===== config.mk =====
export PLATFORM = sky130hd
export DESIGN_NAME = min_priority_queue_top
export DESIGN_NICKNAME = d
export VERILOG_FILES = /design/src/pq_pkg.sv /design/src/pq_mem.sv /design/src/pq_ctrl.sv /design/src/min_priority_queue_top.sv
export SDC_FILE = /design/constraint.sdc
export NUM_CORES = 1
export LEC_CHECK = 0
export BUFFER_PORTS_ARGS = -buffer_cell sky130_fd_sc_hd__buf_2
export CAP_MARGIN = 0
export CORE_ASPECT_RATIO = 1.1
export CORE_MARGIN = 2
export CORE_UTILIZATION = 50
export CTS_CLUSTER_DIAMETER = 50
export DETAILED_ROUTE_END_ITERATION = 7
export PLACE_DENSITY = 0.66
export SLEW_MARGIN = 10
export SYNTH_ARGS = -nofsm -noshare
export SYNTH_HDL_FRONTEND = slang
export SYNTH_SLANG_ARGS = --single-unit
export TNS_END_PERCENT = 20

===== constraint.sdc =====
create_clock -name aclk -period 4.95 [get_ports aclk]
set_input_delay 0 -clock aclk [delete_from_list [all_inputs] [get_ports aclk]]
set_output_delay 0 -clock aclk [all_outputs]
set_load 0.005 [all_outputs]

===== src/pq_pkg.sv =====
// shared types and constants of the min priority queue
package pq_pkg;

    localparam int KEY_W = 16;
    localparam int TAG_W = 16;

    localparam logic signed [TAG_W-1:0] EMPTY_TAG  = -16'sd1;
    localparam logic signed [TAG_W-1:0] INSERT_TAG = 16'sd0;

    typedef enum logic {
        OP_INSERT  = 1'b0,
        OP_EXTRACT = 1'b1
    } op_t;

    typedef enum logic [1:0] {
        ST_IDLE,
        ST_SCAN,
        ST_SHIFT,
        ST_DONE
    } state_t;

    typedef struct packed {
        logic signed [KEY_W-1:0] key;
        logic signed [TAG_W-1:0] tag;
    } entry_t;

    typedef struct packed {
        logic signed [TAG_W-1:0] tag;
        logic                    ok;
    } result_t;

endpackage


===== src/pq_mem.sv =====
// entry store: one write port, one read port with registered read data
module pq_mem
    import pq_pkg::*;
#(
    parameter int DEPTH = 16
) (
    input  logic                     aclk,
    input  logic                     wr_en,
    input  logic [$clog2(DEPTH)-1:0] wr_addr,
    input  entry_t                   wr_data,
    input  logic [$clog2(DEPTH)-1:0] rd_addr,
    output entry_t                   rd_data
);

    entry_t mem [DEPTH];
    entry_t rd_data_reg;

    always_ff @(posedge aclk) begin
        if (wr_en) begin
            mem[wr_addr] <= wr_data;
        end
    end

    always_ff @(posedge aclk) begin
        rd_data_reg <= mem[rd_addr];
    end

    assign rd_data = rd_data_reg;

endmodule


===== src/pq_ctrl.sv =====
// sequencer: insert, minimum scan and compaction over the entry store
module pq_ctrl
    import pq_pkg::*;
#(
    parameter int CAPACITY = 16
) (
    input  logic                        aclk,
    input  logic                        aresetn,
    input  logic                        in_valid,
    output logic                        in_ready,
    input  op_t                         in_op,
    input  logic signed [TAG_W-1:0]     in_tag,
    input  logic signed [KEY_W-1:0]     in_key,
    output logic                        res_valid,
    input  logic                        res_ready,
    output result_t                     res,
    output logic                        wr_en,
    output logic [$clog2(CAPACITY)-1:0] wr_addr,
    output entry_t                      wr_data,
    output logic [$clog2(CAPACITY)-1:0] rd_addr,
    input  entry_t                      rd_data
);

    localparam int IDX_W = $clog2(CAPACITY);
    localparam int CNT_W = $clog2(CAPACITY + 1);

    state_t                  state_reg, state_next;
    logic [CNT_W-1:0]        count_reg, count_next;
    logic [IDX_W-1:0]        rd_idx_reg, rd_idx_next;
    logic [IDX_W-1:0]        best_idx_reg, best_idx_next;
    logic signed [KEY_W-1:0] best_key_reg, best_key_next;
    logic signed [TAG_W-1:0] best_tag_reg, best_tag_next;
    logic                    first_reg, first_next;
    result_t                 res_reg, res_next;

    logic [CNT_W-1:0] count_dec;
    logic [IDX_W-1:0] last_idx;
    logic             take;
    logic [IDX_W-1:0] nb_idx;
    logic signed [TAG_W-1:0] nb_tag;

    assign count_dec = count_reg - CNT_W'(1);
    assign last_idx  = count_dec[IDX_W-1:0];
    assign take      = first_reg || (rd_data.key < best_key_reg);
    assign nb_idx    = take ? rd_idx_reg : best_idx_reg;
    assign nb_tag    = take ? rd_data.tag : best_tag_reg;

    always_ff @(posedge aclk) begin
        if (!aresetn) begin
            state_reg <= ST_IDLE;
            count_reg <= '0;
        end else begin
            state_reg <= state_next;
            count_reg <= count_next;
        end
    end

    always_ff @(posedge aclk) begin
        rd_idx_reg   <= rd_idx_next;
        best_idx_reg <= best_idx_next;
        best_key_reg <= best_key_next;
        best_tag_reg <= best_tag_next;
        first_reg    <= first_next;
        res_reg      <= res_next;
    end

    always_comb begin
        state_next    = state_reg;
        count_next    = count_reg;
        rd_idx_next   = rd_idx_reg;
        best_idx_next = best_idx_reg;
        best_key_next = best_key_reg;
        best_tag_next = best_tag_reg;
        first_next    = first_reg;
        res_next      = res_reg;
        in_ready      = 1'b0;
        res_valid     = 1'b0;
        wr_en         = 1'b0;
        wr_addr       = '0;
        wr_data       = '{key: in_key, tag: in_tag};
        rd_addr       = '0;

        unique case (state_reg)
            ST_IDLE: begin
                in_ready = 1'b1;
                if (in_valid) begin
                    if (in_op == OP_INSERT) begin
                        res_next.tag = INSERT_TAG;
                        if (count_reg < CNT_W'(CAPACITY)) begin
                            wr_en       = 1'b1;
                            wr_addr     = count_reg[IDX_W-1:0];
                            count_next  = count_reg + CNT_W'(1);
                            res_next.ok = 1'b1;
                        end else begin
                            res_next.ok = 1'b0;
                        end
                        state_next = ST_DONE;
                    end else if (count_reg == '0) begin
                        res_next   = '{tag: EMPTY_TAG, ok: 1'b0};
                        state_next = ST_DONE;
                    end else begin
                        rd_addr     = last_idx;
                        rd_idx_next = last_idx;
                        first_next  = 1'b1;
                        state_next  = ST_SCAN;
                    end
                end
            end
            ST_SCAN: begin
                // newest to oldest, only a strictly smaller key replaces
                first_next    = 1'b0;
                best_idx_next = nb_idx;
                best_key_next = take ? rd_data.key : best_key_reg;
                best_tag_next = nb_tag;
                if (rd_idx_reg == '0) begin
                    res_next = '{tag: nb_tag, ok: 1'b1};
                    if (nb_idx == last_idx) begin
                        count_next = count_dec;
                        state_next = ST_DONE;
                    end else begin
                        rd_addr     = nb_idx + IDX_W'(1);
                        rd_idx_next = nb_idx + IDX_W'(1);
                        state_next  = ST_SHIFT;
                    end
                end else begin
                    rd_addr     = rd_idx_reg - IDX_W'(1);
                    rd_idx_next = rd_idx_reg - IDX_W'(1);
                end
            end
            ST_SHIFT: begin
                // move each younger entry down one slot
                wr_en   = 1'b1;
                wr_addr = rd_idx_reg - IDX_W'(1);
                wr_data = rd_data;
                if (rd_idx_reg == last_idx) begin
                    count_next = count_dec;
                    state_next = ST_DONE;
                end else begin
                    rd_addr     = rd_idx_reg + IDX_W'(1);
                    rd_idx_next = rd_idx_reg + IDX_W'(1);
                end
            end
            ST_DONE: begin
                res_valid = 1'b1;
                if (res_ready) begin
                    state_next = ST_IDLE;
                end
            end
            default: begin
                state_next = ST_IDLE;
            end
        endcase
    end

    assign res = res_reg;

endmodule


===== src/min_priority_queue_top.sv =====
// top level of the min priority queue with its result register
//
// A bounded queue of signed 16-bit (tag, key) pairs held in a single-port-write,
// single-port-read memory. Requests are taken one at a time. An insert on a
// full queue is refused with ok low. An extract reads every held entry once,
// newest first, one per cycle, picks the first strictly smallest key, then
// moves each younger entry down one slot, one per cycle, as the memory allows
// one read and one write per cycle. An extract on an empty queue returns tag
// -1 with ok low. A finished result waits in an output register, so the next
// request is taken while it is still unread.
module min_priority_queue_top
    import pq_pkg::*;
#(
    parameter int CAPACITY = 16
) (
    input  logic        aclk,
    input  logic        aresetn,
    input  logic        s_tvalid,
    output logic        s_tready,
    input  logic [31:0] s_tdata,   // item_tag, item_key
    input  logic [0:0]  s_tuser,   // opcode
    output logic        m_tvalid,
    input  logic        m_tready,
    output logic [15:0] m_tdata,   // result_tag
    output logic [0:0]  m_tuser    // ok
);

    localparam int IDX_W = $clog2(CAPACITY);

    logic             res_valid;
    logic             res_ready;
    result_t          res;
    logic             wr_en;
    logic [IDX_W-1:0] wr_addr;
    entry_t           wr_data;
    logic [IDX_W-1:0] rd_addr;
    entry_t           rd_data;

    logic    m_valid_reg;
    result_t m_res_reg;

    pq_ctrl #(
        .CAPACITY (CAPACITY)
    ) u_ctrl (
        .aclk      (aclk),
        .aresetn   (aresetn),
        .in_valid  (s_tvalid),
        .in_ready  (s_tready),
        .in_op     (op_t'(s_tuser[0])),
        .in_tag    (s_tdata[15:0]),
        .in_key    (s_tdata[31:16]),
        .res_valid (res_valid),
        .res_ready (res_ready),
        .res       (res),
        .wr_en     (wr_en),
        .wr_addr   (wr_addr),
        .wr_data   (wr_data),
        .rd_addr   (rd_addr),
        .rd_data   (rd_data)
    );

    pq_mem #(
        .DEPTH (CAPACITY)
    ) u_mem (
        .aclk    (aclk),
        .wr_en   (wr_en),
        .wr_addr (wr_addr),
        .wr_data (wr_data),
        .rd_addr (rd_addr),
        .rd_data (rd_data)
    );

    assign res_ready = !m_valid_reg || m_tready;

    always_ff @(posedge aclk) begin
        if (!aresetn) begin
            m_valid_reg <= 1'b0;
        end else if (res_valid && res_ready) begin
            m_valid_reg <= 1'b1;
        end else if (m_tready) begin
            m_valid_reg <= 1'b0;
        end
    end

    always_ff @(posedge aclk) begin
        if (res_valid && res_ready) begin
            m_res_reg <= res;
        end
    end

    assign m_tvalid   = m_valid_reg;
    assign m_tdata    = m_res_reg.tag;
    assign m_tuser[0] = m_res_reg.ok;

endmodule


* Word level (Yosys, flattened, before mapping)
Memory sizes are Yosys's and may differ from the RTL's. A register that Yosys moved wholly into a read port is not among the register bits. Index checks and enable logic that the tools add are counted.
Operators by class: multiplexer cells 55, add/sub/neg operators 5, equality and inequality tests 17, order comparisons 2, reductions and logical operators 16
Operators by type and width (number):
- $mux 17 | 4
- $mux 4 | 16
- $pmux 17 s2 | 1
- $mux 32 | 1
- $mux 5 | 6
- $pmux 4 s3 | 2
- $lt 16x16->1 | 1
- $mux 16 | 1
- $pmux 5 s3 | 1
- $mux 1 | 13
- $mux 2 | 6
- $ne 2x2->1 const B | 6
- $reduce_and 4->1 | 3
- $add 4x1->4 const B | 2
- $eq 4x4->1 | 2
- $ne 2x1->1 const B | 4
- $pmux 2 s4 | 1
- $pmux 4 s2 | 1
- $reduce_and 7->1 | 1
- $reduce_and 6->1 | 1
- $add 5x1->5 const B | 1
- $logic_not 5->1 | 1
- $lt 5x5->1 const B | 1
- $sub 5x1->5 const B | 1
- other kinds (14) | 18
Word-level totals: register bits 83, output and inout bits 19, memories kept 1, bits in writable memories 512, input bits 37, word-level logic and storage cells 108
Memory list:
- u_mem.mem | words 16, bits a word 32, read ports 1, clocked after Yosys merged registers in 1, write ports 1, line pq_mem.sv:15 | entry_t mem [DEPTH];

* Depth between registers and ports, before layout
depth after elaboration 7, mapped depth 17, mapped depth without buffers 15

* Cells and area by module
Synthesis repeated with hierarchy kept, for this count alone.
Unflattened totals: cells, all modules 1264, area, all modules 24785.0 um2
By module, submodules not included:
- pq_mem | cells each 838, area an instance 19835.3 um2, times used 1, seq. area each 16015.4 um2
- pq_ctrl | cells each 404, area an instance 4381.7 um2, times used 1, seq. area each 1881.8 um2
- min_priority_queue_top | cells each 22, area an instance 568.0 um2, times used 1, seq. area each 530.5 um2

* Worst setup path before layout
Ideal clock, no wire load.
kind register -> register, start point reg u_ctrl.best_key_reg[7], end point reg, netlist name u_mem.rd_data[29], period minus slack after synthesis 3.735 ns, cell stages (with the launch flop) 15, data required time 4.828 ns, buffers on the path 0, slack 1.215 ns, library setup time 0.122 ns, data arrival time 3.613 ns, cell sequence edfxtp_1 > inv_1 > ha_1 > a21oi_1 > o21ai_0 > a221oi_2 > mux2i_2 > mux2_4 > xor2_2 > and4_1 > or3_1 > a41oi_2 > nor2_1 > a32o_1 > a311o_1
On the way: word-level cells in the longest chain between the ends 7, elaborated cells between the ends (all ways) 8, those cells by class add/sub: 1; order compare: 1; eq/ne: 1; mux: 4; reduce/logical: 1
Ends and longest elaborated chain:
- start, declared | line pq_ctrl.sv:31 | logic signed [KEY_W-1:0] best_key_reg, best_key_next;
- start signal, assigned | line pq_ctrl.sv:61 | best_key_reg <= best_key_next;
- $lt 16x16->1 (*) | line pq_ctrl.sv:44 | assign take = first_reg || (rd_data.key < best_key_reg);
- $logic_or 1x1->1 (*) | line pq_ctrl.sv:44
- $mux 4 (*) | line pq_ctrl.sv:45 | assign nb_idx = take ? rd_idx_reg : best_idx_reg;
- net u_ctrl.nb_idx[1] | line pq_ctrl.sv:39 | logic [IDX_W-1:0] nb_idx;
- $add 4x1->4 or $eq 4x4->1 (tied branches) | line pq_ctrl.sv:121, pq_ctrl.sv:117
- $mux 4 (*) | line pq_ctrl.sv:117 | if (nb_idx == last_idx) begin
- $mux 4 (*) | line pq_ctrl.sv:115 | if (rd_idx_reg == '0) begin
- $pmux 4 s3 (*) | line pq_ctrl.sv:83 | unique case (state_reg)
Mark *: on every way through the listed nets, which the timed path passes. The rest lies on a longest branch. A chain may end at the register's enable or synchronous reset.

* Worst setup path after layout
start point reg u_ctrl.best_key_reg[15], end point reg, netlist name u_mem.rd_data[12]
On the way: word-level cells in the longest chain between the ends 7, elaborated cells between the ends (all ways) 8, those cells by class add/sub: 1; order compare: 1; eq/ne: 1; mux: 4; reduce/logical: 1
Ends and longest elaborated chain (line):
- $lt 16x16->1 (*) | pq_ctrl.sv:44
- $logic_or 1x1->1 (*) | pq_ctrl.sv:44
- $mux 4 (*) | pq_ctrl.sv:45
- net u_ctrl.nb_idx[0] | pq_ctrl.sv:39
- $add 4x1->4 or $eq 4x4->1 (tied branches) | pq_ctrl.sv:121, pq_ctrl.sv:117
- $mux 4 (*) | pq_ctrl.sv:117
- $mux 4 (*) | pq_ctrl.sv:115
- $pmux 4 s3 (*) | pq_ctrl.sv:83
Marked as above.

==> impl_metrics.csv <==
group,metric,value,unit
run_status,status,"complete, no violations",
global_route,grt-ovfl-total,0,
setup_path,r2r-end,"u_mem.rd_data[12]$_DFF_P_",
power_and_ir_drop,power.density,693,mW/mm^2
timing,setup_viol,0,
routing,routed_wl,67500,um
worst_hold_path,hp-class,"in2reg",
global_route,grtUsageTotal,25.4,%
run,drv_cap,0,
yosys,synthArstFlopShare,0,%
routing,vias,16200,
power_and_ir_drop,p_leak,9.90,nW
yosys,ys_types,60,
clock_network,root_buffer,"clkbuf_16",
routing,ant_nets,0,
yosys,netlist_area,0.0258,mm^2
setup_path,endpoint_kind,"flip-flop",
clock_network,numCtsBuffers,66,
yosys,synth_edf_count,587,
final_layout,diodes,0,
place,port_buffers,55,
yosys,synthTopCellsByCount,"edfxtp_1 (587), o21ai_0 (140), nor2_1 (131)",
floorplan,die_x,220,um
setup_path,critPathLaunchType,"flip-flop",
global_route,grt_max_degree,85,
setup_path,cp-startpoint,"u_ctrl.best_key_reg[15]$_DFFE_PP_",
timing,max_slew_margin,18.2,%
clock_network,ctsLongestPathBuffers,3,
setup_path,crit_arrival,5.15,ns
global_route,grt_pass1_wl,99900,um
clock_network,clkSlewWorstSetupHoldPaths,0.06,ns
yosys,synth_flop_cell,"edfxtp_1",
routing,drt_iter0_drc,1936,
floorplan,rows,87,
clock_network,clk_latency,0.61,ns
setup_path,reg2reg_depth,15,
yosys,synth_seq_cells,627,
yosys,ys_seq_area_share,71.5,%
global_route,antenna_found_initial,0,
yosys,synth_nets,1877,
final_layout,fin_util,58.1,%
place,gp_congestion,0.884,
power_and_ir_drop,ir_drop,0.000521,V
setup_path,rr_startpoint,"u_ctrl.best_key_reg[15]$_DFFE_PP_",
yosys,synthTopCellsByArea,"edfxtp_1 (68%), mux2_2 (4.1%), dfxtp_1 (3.1%)",
timing,max_slew.worst_pin.slew,1.22,ns
yosys,synth_warnings,0,
yosys,syn_avg_cell_area,14.2,um^2
floorplan,dieHeight,242,um
setup_path,crit_path_max_fanout,22,
clock_network,postCtsSetupBuffers,0,
final_layout,nets,1963,
yosys,synth_most_common_cell,"edfxtp_1",
yosys,synth.largest_area_cell,"edfxtp_1",
clock_network,cts.sinks,627,
routing,wl_per_cell,25.7,um
floorplan,initial_core_util,50.4,%
timing,slew_violations,0,
yosys,synth.top_cell.area_share,68.4,%
timing,finClkSkew,0.0266,ns
setup_path,worstSetupEndpoint,"u_mem.rd_data[12]$_DFF_P_",
floorplan,ioPinCount,56,
global_route,grt_pass1_vias,15800,
final_layout,area_growth_syn_to_layout,15.2,%
setup_path,path_class,"reg2reg",
timing,max_clock_freq,0.216,GHz
clock_network,cts_tree,"yes",
setup_path,rrSetupSlack,0.32,ns
timing,min_period_over_period,93.6,%
routing,drc,0,
final_layout,drive_above_1_share,17.5,%
floorplan,die_area,0.0533,mm^2
timing,fin_crit,4.63,ns
floorplan,core-area,0.0511,mm^2
routing,routed_via_density,6.19,
timing,rsz0062_at_grt,"no",
yosys,syn_inst,1815,
setup_path,worstPathRequired,5.47,ns
timing,hold_violations,0,
timing,tns,0,ns
routing,drt_pass1_iterations,7,
final_layout,largest_reg_flops,512,
place,place_hpwl,36500,um
clock_network,htree_levels,3,
[critical path, stage by stage (launching register included)]
cell and delay [ns]:
edfxtp_1 0.32, inv_1 0.04, ha_1 0.32, nand4_1 0.20, nor2_1 0.08, a221oi_2 0.51
mux2_4 0.45, mux2i_2 0.36, inv_1 0.12, ha_1 0.30, o211ai_1 0.18, a221oi_4 0.63
nand2b_2 0.28, buf_4 0.36, o211ai_1 0.17, o211ai_1 0.19
[how the worst min path moves through the flow]
stage                           start                          endpoint  slack [ns]  cells past startpoint
after floorplan              m_tready             m_tvalid$_SDFFE_PN0P_        0.20                      3
final                     s_tdata[16]        u_mem.mem[7][16]$_DFFE_PP_        0.05                      2
after global placement       m_tready             m_tvalid$_SDFFE_PN0P_        0.34                      4
after detailed placement      aresetn  u_ctrl.count_reg[3]$_SDFFE_PN0P_        0.36                      3
after CTS                 s_tdata[31]       u_mem.mem[12][31]$_DFFE_PP_       0.006                      2
after global routing      s_tdata[31]       u_mem.mem[12][31]$_DFFE_PP_        0.05                      2
[timing repair]
item | CTS | global route
endpoints found under the setup margin | 0 | 1
resized for setup | 0 | 1
hold buffers | 34 | 0
endpoints found under the hold margin | 453 | 0
[metrics by stage]
step                      cells  worst slack, ns  instance area [um^2]  power (mW)  hold WS, ns
final                      2622            0.317                 29700        20.6       0.0531
after global routing       2622           0.0710                 29700        21.5       0.0512
after global placement     2466            0.418                 27200        15.4        0.344
after detailed placement   2466            0.347                 27200        15.6        0.357
after floorplan            1815             1.22                 25800        12.7        0.203
after CTS                  2622            0.308                 29700        20.6      0.00588
[cell families after synthesis]
family / after synthesis / synth area share (%)
AO/OA/AOI/OAI: 432 / 11.3
XOR/XNOR: 21 / 0.743
adder cells (fa/ha/maj): 25 / 1.21
buffers and inverters: 159 / 2.55
flip-flops: 627 / 71.5
multiplexers: 104 / 4.57
AND/OR/NAND/NOR: 447 / 8.04
[power breakdown]
group	switching, mW	total, mW	internal, mW
registers	0.450	7.60	7.15
clock network	2.04	4.92	2.88
logic	5.28	8.04	2.76
[cell type report]
class / instances / area, um^2
multi-input cells: 1029 / 6880
fillers: 3920 / 21400
clock buffers: 89 / 1820
inverters: 32 / 120
clock inverters: 33 / 347
repair buffers: 145 / 1250
flip-flops and latches: 627 / 18400
well taps: 667 / 835
[layer usage]
metal  part of all wire (%)  vias up  global-route usage (%)  routed length [um]
met5                      0        -                       0                   0
met4                    2.8        0                    9.22                1900
met3                    8.2      137                    4.01                5500
met1                     41     8193                    35.5               27500
met2                     48      738                    40.4               32600
li1                       -     7165                       -                   -
[placed cells by master (no fill, tap or decap), types with 32 or more instances in the layout]
cell / netlist / routed
edfxtp_1: 587 / 587
o21ai_0: 140 / 140
nand2_1: 114 / 114
nor2_1: 131 / 113
nor3_1: 99 / 99
o211ai_1: 96 / 96
mux2_2: 94 / 94
clkbuf_16: 0 / 68
buf_2: 38 / 55
a21oi_1: 47 / 46
dfxtp_1: 40 / 39
buf_4: 1 / 39
a211oi_1: 37 / 37
and3_1: 34 / 34
dlygate4sd3_1: 0 / 34
inv_1: 32 / 32
a211o_1: 32 / 32
Power figures use the tool's default switching activity.
